--- src/hw/rtl/lcim_pkg.sv ---
`timescale 1ns / 1ps
// Shared types and constants of the LED chain index map.
// No dependencies; imported by every module of the block.
package lcim_pkg;

	localparam int COORD_BITS    = 8;
	localparam int IDX_BITS      = 16;
	localparam int PROD_BITS     = 2 * COORD_BITS;
	localparam int SUM_BITS      = ((PROD_BITS > IDX_BITS) ? PROD_BITS : IDX_BITS) + 2;
	localparam int CFG_IDX_BITS  = 3;
	// edges from request acceptance to the done strobe of its result
	localparam int PIPE_LATENCY  = COORD_BITS + 4;

	typedef enum logic [CFG_IDX_BITS-1:0] {
		CFG_MATRIX_WIDTH     = 3'd0,
		CFG_MATRIX_HEIGHT    = 3'd1,
		CFG_SEGMENT_WIDTH    = 3'd2,
		CFG_WIRING_DIRECTION = 3'd3,
		CFG_SNAKE_FLOW       = 3'd4,
		CFG_ORIGIN_CORNER    = 3'd5
	} cfg_reg_t;

	typedef struct packed {
		logic [COORD_BITS-1:0] pixel_x;
		logic [COORD_BITS-1:0] pixel_y;
	} pixel_req_t;

	typedef struct packed {
		logic [IDX_BITS-1:0] led_index;
		logic                out_of_range;
	} map_rsp_t;

	// decoded configuration as seen by the datapath
	typedef struct packed {
		logic [COORD_BITS-1:0] matrix_width;
		logic [COORD_BITS-1:0] matrix_height;
		logic [COORD_BITS-1:0] seg_width;   // never zero
		logic                  row_wise;
		logic                  snake;
		logic                  mirror_x;
		logic                  mirror_y;
	} cfg_t;

	// mirrored coordinate travelling down the pipe
	typedef struct packed {
		logic [COORD_BITS-1:0] x;
		logic [COORD_BITS-1:0] y;
		logic                  oor;
	} coord_t;

endpackage

--- src/hw/rtl/lcim_cfg_regs.sv ---
`timescale 1ns / 1ps
// Configuration register file and decode for the LED chain index map.
// Depends on lcim_pkg.
module lcim_cfg_regs
	import lcim_pkg::*;
(
	input  logic                    clk,
	input  logic                    arst_n,
	input  logic                    cfg_valid,
	input  logic                    cfg_ready,
	input  logic [CFG_IDX_BITS-1:0] cfg_index,
	input  logic [COORD_BITS-1:0]   cfg_data,
	output cfg_t                    cfg
);

	logic [COORD_BITS-1:0] width_q;
	logic [COORD_BITS-1:0] height_q;
	logic [COORD_BITS-1:0] seg_width_q;
	logic [1:0]            direction_q;
	logic                  snake_q;
	logic [1:0]            origin_q;

	always_ff @(posedge clk or negedge arst_n) begin
		if (!arst_n) begin
			width_q     <= COORD_BITS'(16);
			height_q    <= COORD_BITS'(16);
			seg_width_q <= COORD_BITS'(16);
			direction_q <= 2'd0;
			snake_q     <= 1'b1;
			origin_q    <= 2'd0;
		end else if (cfg_valid && cfg_ready) begin
			unique case (cfg_reg_t'(cfg_index))
				CFG_MATRIX_WIDTH:     width_q     <= cfg_data;
				CFG_MATRIX_HEIGHT:    height_q    <= cfg_data;
				CFG_SEGMENT_WIDTH:    seg_width_q <= cfg_data;
				CFG_WIRING_DIRECTION: direction_q <= cfg_data[1:0];
				CFG_SNAKE_FLOW:       snake_q     <= cfg_data[0];
				CFG_ORIGIN_CORNER:    origin_q    <= cfg_data[1:0];
				default: ;
			endcase
		end
	end

	always_comb begin
		cfg.matrix_width  = width_q;
		cfg.matrix_height = height_q;
		// zero segment width acts as one
		cfg.seg_width     = (seg_width_q == '0) ? COORD_BITS'(1) : seg_width_q;
		// right/left are row-wise, down/up column-wise
		cfg.row_wise      = !direction_q[1];
		cfg.snake         = snake_q;
		cfg.mirror_x      = origin_q[0];
		cfg.mirror_y      = origin_q[1];
	end

endmodule

--- src/hw/rtl/lcim_front.sv ---
`timescale 1ns / 1ps
// Input stage: range check and origin-corner mirroring of the coordinate.
// Depends on lcim_pkg.
module lcim_front
	import lcim_pkg::*;
(
	input  logic       clk,
	input  logic       arst_n,
	input  cfg_t       cfg,
	input  logic       in_vld,
	input  pixel_req_t pixel,
	output logic       vld_s1,
	output coord_t     item_s1
);

	coord_t item_d;

	always_comb begin
		item_d.oor = (pixel.pixel_x >= cfg.matrix_width) ||
		             (pixel.pixel_y >= cfg.matrix_height);
		item_d.x   = cfg.mirror_x ? (cfg.matrix_width - COORD_BITS'(1) - pixel.pixel_x)
		                          : pixel.pixel_x;
		item_d.y   = cfg.mirror_y ? (cfg.matrix_height - COORD_BITS'(1) - pixel.pixel_y)
		                          : pixel.pixel_y;
	end

	always_ff @(posedge clk or negedge arst_n) begin
		if (!arst_n) begin
			vld_s1 <= 1'b0;
		end else begin
			vld_s1 <= in_vld;
		end
	end

	always_ff @(posedge clk) begin
		item_s1 <= item_d;
	end

endmodule

--- src/hw/rtl/lcim_rem_pipe.sv ---
`timescale 1ns / 1ps
// Pipelined restoring division: x mod segment width, one quotient bit per stage.
// Depends on lcim_pkg.
module lcim_rem_pipe
	import lcim_pkg::*;
(
	input  logic                  clk,
	input  logic                  arst_n,
	input  cfg_t                  cfg,
	input  logic                  in_vld,
	input  coord_t                in_item,
	output logic                  out_vld,
	output coord_t                out_item,
	output logic [COORD_BITS-1:0] out_rem,
	output logic                  occupied
);

	logic [COORD_BITS-1:0] vld_s;
	coord_t                item_s    [COORD_BITS];
	logic [COORD_BITS-1:0] rem_s     [COORD_BITS];

	logic [COORD_BITS-1:0] vld_prev;
	coord_t                item_prev [COORD_BITS];
	logic [COORD_BITS-1:0] rem_prev  [COORD_BITS];
	logic [COORD_BITS:0]   trial     [COORD_BITS];
	logic [COORD_BITS:0]   diff      [COORD_BITS];
	logic [COORD_BITS-1:0] rem_next  [COORD_BITS];

	always_comb begin
		for (int k = 0; k < COORD_BITS; k++) begin
			if (k == 0) begin
				vld_prev[k]  = in_vld;
				item_prev[k] = in_item;
				rem_prev[k]  = '0;
			end else begin
				vld_prev[k]  = vld_s[k-1];
				item_prev[k] = item_s[k-1];
				rem_prev[k]  = rem_s[k-1];
			end
			// shift in the next dividend bit, MSB first
			trial[k] = {rem_prev[k], item_prev[k].x[COORD_BITS-1-k]};
			diff[k]  = trial[k] - {1'b0, cfg.seg_width};
			rem_next[k] = (trial[k] >= {1'b0, cfg.seg_width}) ? diff[k][COORD_BITS-1:0]
			                                                    : trial[k][COORD_BITS-1:0];
		end
	end

	always_ff @(posedge clk or negedge arst_n) begin
		if (!arst_n) begin
			vld_s <= '0;
		end else begin
			vld_s <= vld_prev;
		end
	end

	always_ff @(posedge clk) begin
		for (int k = 0; k < COORD_BITS; k++) begin
			item_s[k] <= item_prev[k];
			rem_s[k]  <= rem_next[k];
		end
	end

	assign out_vld  = vld_s[COORD_BITS-1];
	assign out_item = item_s[COORD_BITS-1];
	assign out_rem  = rem_s[COORD_BITS-1];
	assign occupied = |vld_s;

endmodule

--- src/hw/rtl/lcim_back.sv ---
`timescale 1ns / 1ps
// Chain position: operand select, two multiplies, final sum and result register.
// Depends on lcim_pkg.
module lcim_back
	import lcim_pkg::*;
(
	input  logic                  clk,
	input  logic                  arst_n,
	input  cfg_t                  cfg,
	input  logic                  in_vld,
	input  coord_t                in_item,
	input  logic [COORD_BITS-1:0] in_rem,
	output logic                  done,
	output map_rsp_t              result,
	output logic                  occupied
);

	logic [COORD_BITS-1:0] mul_a_d;
	logic [COORD_BITS-1:0] mul_b_d;
	logic [COORD_BITS-1:0] off_d;

	logic                  vld_s1;
	logic                  oor_s1;
	logic [COORD_BITS-1:0] mul_a_s1;
	logic [COORD_BITS-1:0] mul_b_s1;
	logic [COORD_BITS-1:0] off_s1;

	logic                  vld_s2;
	logic                  oor_s2;
	logic [PROD_BITS-1:0]  p1_s2;
	logic [PROD_BITS-1:0]  p2_s2;
	logic [COORD_BITS-1:0] off_s2;

	logic [SUM_BITS-1:0]   sum_d;
	logic                  done_s3;
	map_rsp_t              result_s3;

	// row-wise: (x - within)*h + y*sw + within'; column-wise: x*h + y'
	always_comb begin
		if (cfg.row_wise) begin
			mul_a_d = in_item.x - in_rem;
			mul_b_d = in_item.y;
			off_d   = (cfg.snake && in_item.y[0])
			          ? (cfg.seg_width - COORD_BITS'(1) - in_rem) : in_rem;
		end else begin
			mul_a_d = in_item.x;
			mul_b_d = '0;
			off_d   = (cfg.snake && in_item.x[0])
			          ? (cfg.matrix_height - COORD_BITS'(1) - in_item.y) : in_item.y;
		end
	end

	assign sum_d = SUM_BITS'(p1_s2) + SUM_BITS'(p2_s2) + SUM_BITS'(off_s2);

	always_ff @(posedge clk or negedge arst_n) begin
		if (!arst_n) begin
			vld_s1  <= 1'b0;
			vld_s2  <= 1'b0;
			done_s3 <= 1'b0;
		end else begin
			vld_s1  <= in_vld;
			vld_s2  <= vld_s1;
			done_s3 <= vld_s2;
		end
	end

	always_ff @(posedge clk) begin
		oor_s1   <= in_item.oor;
		mul_a_s1 <= mul_a_d;
		mul_b_s1 <= mul_b_d;
		off_s1   <= off_d;

		oor_s2   <= oor_s1;
		p1_s2    <= PROD_BITS'(mul_a_s1) * PROD_BITS'(cfg.matrix_height);
		p2_s2    <= PROD_BITS'(mul_b_s1) * PROD_BITS'(cfg.seg_width);
		off_s2   <= off_s1;

		result_s3.out_of_range <= oor_s2;
		result_s3.led_index    <= oor_s2 ? '0 : sum_d[IDX_BITS-1:0];
	end

	assign done     = done_s3;
	assign result   = result_s3;
	assign occupied = vld_s1 | vld_s2 | done_s3;

endmodule

--- src/hw/rtl/led_matrix_chain_index_map_unit.sv ---
`timescale 1ns / 1ps
// Top level of the LED chain index map: coordinate in, chain position out.
// Depends on lcim_pkg, lcim_cfg_regs, lcim_front, lcim_rem_pipe, lcim_back.
//
//  channel  | handshake            | payload
//  ---------+----------------------+------------------------------------
//  request  | start / busy         | pixel  (pixel_x, pixel_y)
//  result   | done (1-cycle strobe)| result (led_index, out_of_range)
//  config   | cfg_valid / cfg_ready| cfg_index, cfg_data
//
// One request per cycle while busy is low; each result passes the front
// register, the one-bit-per-stage remainder pipe and back stages s1 to s3.
// busy is high during reset and the first cycle after it; the pipe never stalls
// since results cannot be held off. cfg_ready is low while a request is taken
// or still in flight.
module led_matrix_chain_index_map_unit
	import lcim_pkg::*;
(
	input  logic                    clk,
	input  logic                    arst_n,
	input  logic                    start,
	output logic                    busy,
	input  pixel_req_t              pixel,
	output logic                    done,
	output map_rsp_t                result,
	input  logic                    cfg_valid,
	output logic                    cfg_ready,
	input  logic [CFG_IDX_BITS-1:0] cfg_index,
	input  logic [COORD_BITS-1:0]   cfg_data
);

	cfg_t                  cfg;
	logic                  busy_q;
	logic                  accept;
	logic                  front_vld;
	coord_t                front_item;
	logic                  rem_vld;
	coord_t                rem_item;
	logic [COORD_BITS-1:0] rem_val;
	logic                  rem_occupied;
	logic                  back_occupied;

	always_ff @(posedge clk or negedge arst_n) begin
		if (!arst_n) begin
			busy_q <= 1'b1;
		end else begin
			busy_q <= 1'b0;
		end
	end

	assign busy      = busy_q;
	assign accept    = start && !busy_q;
	assign cfg_ready = !(accept || front_vld || rem_occupied || back_occupied);

	lcim_cfg_regs u_cfg (
		.clk       (clk),
		.arst_n    (arst_n),
		.cfg_valid (cfg_valid),
		.cfg_ready (cfg_ready),
		.cfg_index (cfg_index),
		.cfg_data  (cfg_data),
		.cfg       (cfg)
	);

	lcim_front u_front (
		.clk     (clk),
		.arst_n  (arst_n),
		.cfg     (cfg),
		.in_vld  (accept),
		.pixel   (pixel),
		.vld_s1  (front_vld),
		.item_s1 (front_item)
	);

	lcim_rem_pipe u_rem (
		.clk      (clk),
		.arst_n   (arst_n),
		.cfg      (cfg),
		.in_vld   (front_vld),
		.in_item  (front_item),
		.out_vld  (rem_vld),
		.out_item (rem_item),
		.out_rem  (rem_val),
		.occupied (rem_occupied)
	);

	lcim_back u_back (
		.clk      (clk),
		.arst_n   (arst_n),
		.cfg      (cfg),
		.in_vld   (rem_vld),
		.in_item  (rem_item),
		.in_rem   (rem_val),
		.done     (done),
		.result   (result),
		.occupied (back_occupied)
	);

endmodule

--- config.mk ---
export PLATFORM = sky130hd
export DESIGN_NAME = led_matrix_chain_index_map_unit
export DESIGN_NICKNAME = d
export VERILOG_FILES = /design/src/hw/rtl/lcim_pkg.sv /design/src/hw/rtl/lcim_cfg_regs.sv /design/src/hw/rtl/lcim_front.sv /design/src/hw/rtl/lcim_rem_pipe.sv /design/src/hw/rtl/lcim_back.sv /design/src/hw/rtl/led_matrix_chain_index_map_unit.sv
export SDC_FILE = /design/constraint.sdc
export NUM_CORES = 1
export LEC_CHECK = 0
export BUFFER_PORTS_ARGS = -buffer_cell sky130_fd_sc_hd__buf_2
export CAP_MARGIN = 20
export CELL_PAD_IN_SITES_DETAIL_PLACEMENT = 0
export CELL_PAD_IN_SITES_GLOBAL_PLACEMENT = 1
export CORE_MARGIN = 4
export CORE_UTILIZATION = 45
export CTS_CLUSTER_DIAMETER = 200
export DETAILED_ROUTE_END_ITERATION = 8
export GPL_TIMING_DRIVEN = 0
export PLACE_DENSITY = 0.83
export SYNTH_ARGS = -nofsm -noshare
export SYNTH_HDL_FRONTEND = slang
export SYNTH_SLANG_ARGS = --single-unit
--- constraint.sdc ---
create_clock -name clk -period 4.63 [get_ports clk]
set_input_delay 0.6945 -clock clk [delete_from_list [all_inputs] [get_ports clk]]
set_output_delay 0.6945 -clock clk [all_outputs]
set_load 0.03 [all_outputs]
Word level (Yosys, flattened, before mapping) --
Memory sizes are Yosys's and may differ from the RTL's. Index checks and enable logic that the tools add are counted.
Storage, ports and cells: flip-flop bits (word level) 142, bits in latches 0, memory bits (writable) 200, ROM bits 0, input bits 31, output and inout port bits 20, logic and storage cells 98, memories kept 2
Operators by class: add/sub/neg operators 18, multiply operators 2, divide/modulo/power cells 0, $lt $le $gt $ge 10, eq/ne operators 5, shifts and indexed selects 0, multiplexer cells 15, bitwise logic cells 2, reduce and logical (&&, ||, !) cells 19
Memory list:
- u_rem.item_s | depth 8, bits a word 17, rd ports 8, clocked after memory_dff 0, write ports 8, line lcim_rem_pipe.sv:19 | coord_t item_s [COORD_BITS];
- u_rem.rem_s | depth 8, bits a word 8, rd ports 8, clocked after memory_dff 0, write ports 8, line lcim_rem_pipe.sv:20 | logic [COORD_BITS-1:0] rem_s [COORD_BITS];
Operators with widths (count):
- 8-bit two-way mux | 15
- 8-bit subtractor | 12
- 9-bit by 8-bit >= comparator with 1-bit output | 7
- 8-bit by 8-bit multiplier with 16-bit output | 2
- 8-bit by 1-bit subtractor with 8-bit output, second input constant | 3
- 16-bit adder | 1
- 16-bit by 8-bit adder with 16-bit output | 1
- 8-bit >= comparator | 2
- 2-bit AND reduction | 6
- 1-bit by 8-bit >= comparator with 1-bit output | 1
- 8-bit zero test | 1
- 8-bit OR reduction | 1
- 1-bit by 8-bit subtractor with 8-bit output | 1
- 3-bit by 2-bit == test with 1-bit output, second input constant | 2
- 3-bit == test, second input constant | 2
- 1-bit logical AND | 4
- 1-bit logical OR | 4
- 3-bit by 1-bit == test with 1-bit output, second input constant | 1
- 3-bit zero test | 1
- 1-bit zero test | 2
- 1-bit bitwise OR | 2

Longest topological paths before layout --
depth in word-level cells 8, gate-level depth with buffers 20, gate-level depth less buffers 19

By module --
From an unflattened synthesis, not the netlist that was laid out.
Second synthesis, totals: cell total of the unflattened synthesis 1816, area total of the unflattened synthesis 18669.2 um^2
Modules (own cells, without submodules):
- lcim_back | times used 1, cells each 903, area each 8296.7 um^2
- lcim_rem_pipe | times used 1, cells each 654, area each 7666.1 um^2
- lcim_front | times used 1, cells each 175, area each 1458.9 um^2
- lcim_cfg_regs | times used 1, cells each 80, area each 1191.1 um^2
- led_matrix_chain_index_map_unit | times used 1, cells each 4, area each 56.3 um^2

Worst setup path before layout --
Ideal clock, no wire load.
path type register to register, start point reg u_cfg.seg_width_q[2], end point reg u_back.p2_s2[15], data arrival time 4.638 ns, path slack -0.099 ns, cell stages (with the launch flop) 18, buffers on the path 1, cell sequence dfrtp_1 clkbuf_1 inv_1 nand3_1 nor4_1 a21o_1 and2_1 fa_1 ha_1 inv_1 fa_1 fa_1 inv_1 a21o_1 a21oi_1 o211a_1 or2_2 a311oi_1
On the way: longest elaborated chain between the ends 3
Ends and longest elaborated chain:
- start, declared | line lcim_cfg_regs.sv:18 | logic [COORD_BITS-1:0] seg_width_q;
- start signal, assigned | line lcim_cfg_regs.sv:35 | CFG_SEGMENT_WIDTH: seg_width_q <= cfg_data;
- 8-bit zero test | line lcim_cfg_regs.sv:48 | cfg.seg_width = (seg_width_q == '0) ? COORD_BITS'(1) : seg_width_q;
- 8-bit two-way mux (*) | line lcim_cfg_regs.sv:48
- 8-bit by 8-bit multiplier with 16-bit output (*) | line lcim_back.sv:75 | p2_s2 <= PROD_BITS'(mul_b_s1) * PROD_BITS'(cfg.seg_width);
- end signal, assigned | line lcim_back.sv:75
- end, declared | line lcim_back.sv:31 | logic [PROD_BITS-1:0] p2_s2;
Mark *: on every way between the ends. The rest lies on a longest branch, timed or not. A chain may end at the register's enable or synchronous reset.

Worst setup path after layout --
start point reg u_cfg.height_q[4], end point reg u_back.p1_s2[15]
On the way: longest elaborated chain between the ends 1
Ends and longest elaborated chain:
- start, declared | line lcim_cfg_regs.sv:17 | logic [COORD_BITS-1:0] height_q;
- start signal, assigned | line lcim_cfg_regs.sv:34 | CFG_MATRIX_HEIGHT: height_q <= cfg_data;
- 8-bit by 8-bit multiplier with 16-bit output | line lcim_back.sv:74 | p1_s2 <= PROD_BITS'(mul_a_s1) * PROD_BITS'(cfg.matrix_height);
- end signal, assigned | line lcim_back.sv:74
- end, declared | line lcim_back.sv:30 | logic [PROD_BITS-1:0] p1_s2;
Every way passes these cells.

==> results <==
- The register clock-pin slew on the reported worst setup and hold paths is 0.07 ns.
- The number of antenna violations at the first check in global routing was 0.
- The worst setup path is of the flop to flop kind.
- The reported max-cap violation count is 0.
- The most frequently used flop master after synthesis is dfxtp_1.
- Setup repair after global routing left no endpoint under its margin.
- The number of slew-limit violations in the final report is 0.
- Across every metal layer, demand over resource in global routing totals 17.75%.
- The worst stage delay on the critical path is 0.71 ns.
- The top cell type by area accounts for 32.44% of the synthesized area.
- The TritonCTS clock tree is done.
- In this design, the largest share of critical-path delay is due to adder cells.
- Entering global routing, the biggest net connects 42 pins.
- The cell count after synthesis came out at 1832.
- The total length of routed wires is 38.63 mm.
- In this run the worst hold path is classified as primary input to asynchronous set/reset pin.
- The total number of nets in the final design is 2247.
- The critical path goes through nand2_1 > fa_1 > inv_1 > fa_1 > inv_1 > fa_1 > inv_1 > fa_1 > ha_1 > nand2_1 > o211a_1 > or2_2 > a311oi_1.
- After layout, the design draws a total of 12.54 mW.
- Net switching is 36.32% of the power.
- The number of vias per cell after detailed routing is 5.179.
- The synthesized area per cell is 10.11 µm².
- The die outline area is 44450 µm².
- The part of the total power dissipated in sequential elements is 32.9%.
- Row generation in the floorplan step produced 74 rows.
- The worst setup path is launched from a flop.
- The launch point of the worst reg-to-reg path is u_cfg.height_q[4]$_DFFE_PN1P_.
- The worst-path cell with the longest stage delay is dfstp_4.
- For this design the total switching power over the nets is 4.556 mW.
- Summing the sequential cell areas from Yosys gives 38.02% of the chip area.
- For this run, the share of the core covered by cells in the final layout is 51.39%.
- The violation count after the first detailed-route iteration is 582.
- The synthesized design contains 0 enable-type register cells.
- Cells with a size suffix above 1 make up 12.63% of the layout.
- The internal portion of the total power is 7.987 mW.
- The clock reaches the later pin of the worst-skew pair after 0.55 ns.
- Along the worst path, the maximum fanout reaches 13.
- Measured in cells, the most critical reg-to-reg path has a length of 13.
- The maximum buffer depth of the clock tree is 3.
- The final hold violation count was 0.
- The nature of the critical path endpoint is a flop.
- The routability-driven placement congestion ratio is 0.8536.
- The total congestion overflow is 0.
- The mean routed wirelength per cell is 15.57 µm.
- The clock net in this run drives a total of 341 sinks.
- The detailed-route via count is 12.85k.
- The post-synthesis async set-or-reset flop share is 12.02%.
- The critical path required time is 5.07 ns.
- In this run the static leakage power is 9.808 nW.
- The total DRC errors in the routed layout is 0.
- The first global-routing pass estimated 64.86 mm of wire.
- The portion of the clock cycle consumed by the worst path in the final layout is 95.24%.
- The die extent in x is 210.8 µm.
- The worst register-to-register path has a setup slack of 0.22 ns.
- The number of global-route vias before repair is 13.19k.
- The arrival time of the worst setup path is 4.85 ns.
- Compared with the post-synthesis result, the final layout area differs by 13.08%.
- The largest clock skew in the final design is 0.02758 ns.
- The buffer cell driving the clock tree root is clkbuf_16.
- The total of warnings raised by yosys is 0.
- The worst-margin pin slew is 0.9203 ns.
- From bottom edge to top edge, the die measures 210.8 µm.
- The first-pass iteration count of the detailed router is 5.
- In this run the count of I/O pins placed on the die edge is 51.
- The relative contribution of the clock network to total power is 25.5%.
- The cell area after technology mapping is 18510 µm².
- Summing all placed instances gives a cell area of 19430 µm².
- The initial utilization of the core area, before any placement, comes to 45.44%.
- The count of buffering cells on the critical path with inverters included is 3.
- In the post-synthesis netlist, the biggest area contributors are dfxtp_1 32%, ha_1 14%, fa_1 10%.
- The number of nets with antenna violations after detailed routing is 0.
- Measured against its own limit, the worst slew margin works out to 38.65%.
- The synthesized netlist net count is 2159.
- The reg-to-reg endpoint is u_back.p1_s2[15]$_DFF_P_.
- dfxtp_1 takes more of the synthesized area than any other cell.
- Synthesis instantiated 65 different standard cells from the library.
- Per report_power, the combinational group accounts for 41.5% of the total.
- CTS built an H-tree with a depth of 2.
- The final count of negative-setup-slack endpoints is 0.
- The total half-perimeter wirelength after legalization and detailed placement is 28.97 mm.
- The count of input and output buffers is 50.
- The run finished with clean final reports.
- The number of buffers added by the clock tree synthesis step is 37.
- Summing all non-filler instances in the final layout gives an area of 20940 µm².
- The cell seen most often among critical-path stages is fa_1.
- Dividing total power by cell area gives a power density of 599.1 nW/µm².
- Derived from the worst setup path, the maximum achievable clock frequency is 226.8 MHz.
- The peak ir drop on the vdd network is 0.0003017 V.
- The synthesized design contains 341 register bits.
- The core outline area is 40740 µm².
- The worst path needs 4.410 ns of the cycle, external delays included.
[per-layer routing]
metal  share of wire (%)  global-route usage (%)  vias up
li1                    -                       -     6396
met1                  46                   23.66     6172
met2                  47                   29.53      217
met3                 4.4                   3.461       63
met4                 2.5                   5.298        0
met5                   0                       0        -
[timing repair]
| item | in CTS | in global routing |
|---|---|---|
| setup endpoints to repair | 59 | 9 |
| resized for setup | 13 | 27 |
| cloned | 0 | 0 |
| hold buffers | 0 | 0 |
| pin swaps | 1 | 4 |
| endpoints found under the hold margin | 0 | 0 |
| setup buffers | 7 | 0 |
[worst register-to-register path: stages, from the launching register on]
cell	delay (ns)
dfstp_4	0.71
nand2_1	0.10
fa_1	0.54
inv_1	0.05
fa_1	0.47
inv_1	0.05
fa_1	0.52
inv_1	0.05
fa_1	0.47
ha_1	0.39
nand2_1	0.09
o211a_1	0.26
or2_2	0.34
a311oi_1	0.25
[area by class of cell]
class	instances	area (µm²)
Buffer	24	106.4
Antenna cell	2	5.005
Inverter	214	815.8
Multi-Input combinational cell	1245	10620
Clock inverter	19	284.0
Tap cell	532	665.6
Fill cell	3682	19800
Clock buffer	47	1079
Timing Repair Buffer	57	310.3
Sequential cell	341	7049
[logic make-up after synthesis]
group                      share of synthesized area [%]
buffers and inverters                              4.988
muxes                                              5.589
xor gates and xnor gates                           3.028
DFF                                                38.02
AOI/OAI and AO/OA                                  10.77
other                                            0.02026
and+or+nand+nor                                    13.81
adders and majority gates                          23.78
[Yosys cell counts, types with 3 or more instances]
cell,n
and2_1,84
or2_2,15
clkbuf_1,31
nand2b_1,7
dfrtp_1,36
a21oi_1,52
a41oi_1,3
mux2i_1,28
o211a_1,6
or4_1,8
o21bai_1,6
o21a_1,11
and3b_1,3
o311a_1,3
dfxtp_1,300
o211ai_1,20
o31a_1,7
o41ai_1,3
o31ai_2,4
nand3_1,22
inv_1,214
and3_1,10
nand4b_1,4
nor4_1,5
a211oi_1,16
nand2_1,115
a21o_1,33
a31oi_1,8
o21ai_0,78
fa_1,93
or3_1,8
nor3_1,28
dfstp_2,5
a21boi_0,15
a2111oi_0,3
xnor2_1,48
nor2_1,119
nand4_1,15
o31ai_1,7
or4b_2,5
mux2_2,66
ha_1,203
a311oi_1,3
xor2_1,16
nor2b_1,39
[stage by stage]
stage          setup slack (ns)  TNS, ns  cells  hold slack (ns)
2_1_floorplan           0.07507        0   1832           0.3096
3_3_place_gp             -1.388   -15.42   2414           0.3097
3_5_place_dp             -1.472   -18.11   2414           0.3121
4_1_cts                0.005727        0   2482           0.2861
5_1_grt                0.001675        0   2479           0.3243
6_report                 0.2202        0   2481           0.2916
[cell usage in the layout, fill, tap and decap left out, types with 28 or more instances in the layout]
cell and n:
and2_1 84, mux2i_1 28, dfrtp_1 30, xnor2_1 48, fa_1 92, ha_1 201, nor2b_1 39, clkbuf_16 41
a21o_1 32, mux2_2 66, inv_1 211, buf_2 51, nor3_1 28, dfxtp_1 300, a21oi_1 51, o21ai_0 78
nor2_1 119, nand2_1 115
[power groups by stage]
stage          Combinational (mW)  Sequential (mW)  Clock (mW)
3_3_place_gp                 5.05             4.16           0
3_5_place_dp                 5.14             4.17           0
4_1_cts                      5.22             4.13        3.28
2_1_floorplan                4.05             4.05           0
6_report                     5.21             4.13        3.20
5_1_grt                      5.95             4.20        3.40
[state kept, by name, indices dropped and copies added (netlist names), 16 cells and up]
register         cells
u_back.p2_s2        16
u_back.p1_s2        16
u_front.item_s1     17
u_rem.item_s       136
u_rem.rem_s         64
u_back.result       17
[how the worst max path moves through the flow]
stage                                     startpoint                       end  slack [ns]  cells after the start
global placement    u_cfg.seg_width_q[2]$_DFFE_PN0P_  u_back.p2_s2[15]$_DFF_P_       -1.39                     17
finish                 u_cfg.height_q[4]$_DFFE_PN1P_  u_back.p1_s2[15]$_DFF_P_        0.22                     13
detailed placement  u_cfg.seg_width_q[4]$_DFFE_PN1P_  u_back.p2_s2[15]$_DFF_P_       -1.47                     17
CTS                    u_cfg.height_q[2]$_DFFE_PN0P_  u_back.p1_s2[15]$_DFF_P_       0.006                     14
floorplan           u_cfg.seg_width_q[2]$_DFFE_PN0P_  u_back.p2_s2[15]$_DFF_P_        0.08                     17
global route           u_cfg.height_q[4]$_DFFE_PN1P_  u_back.p1_s2[15]$_DFF_P_       0.002                     13
No activity file was read; power rests on OpenSTA's default activity.
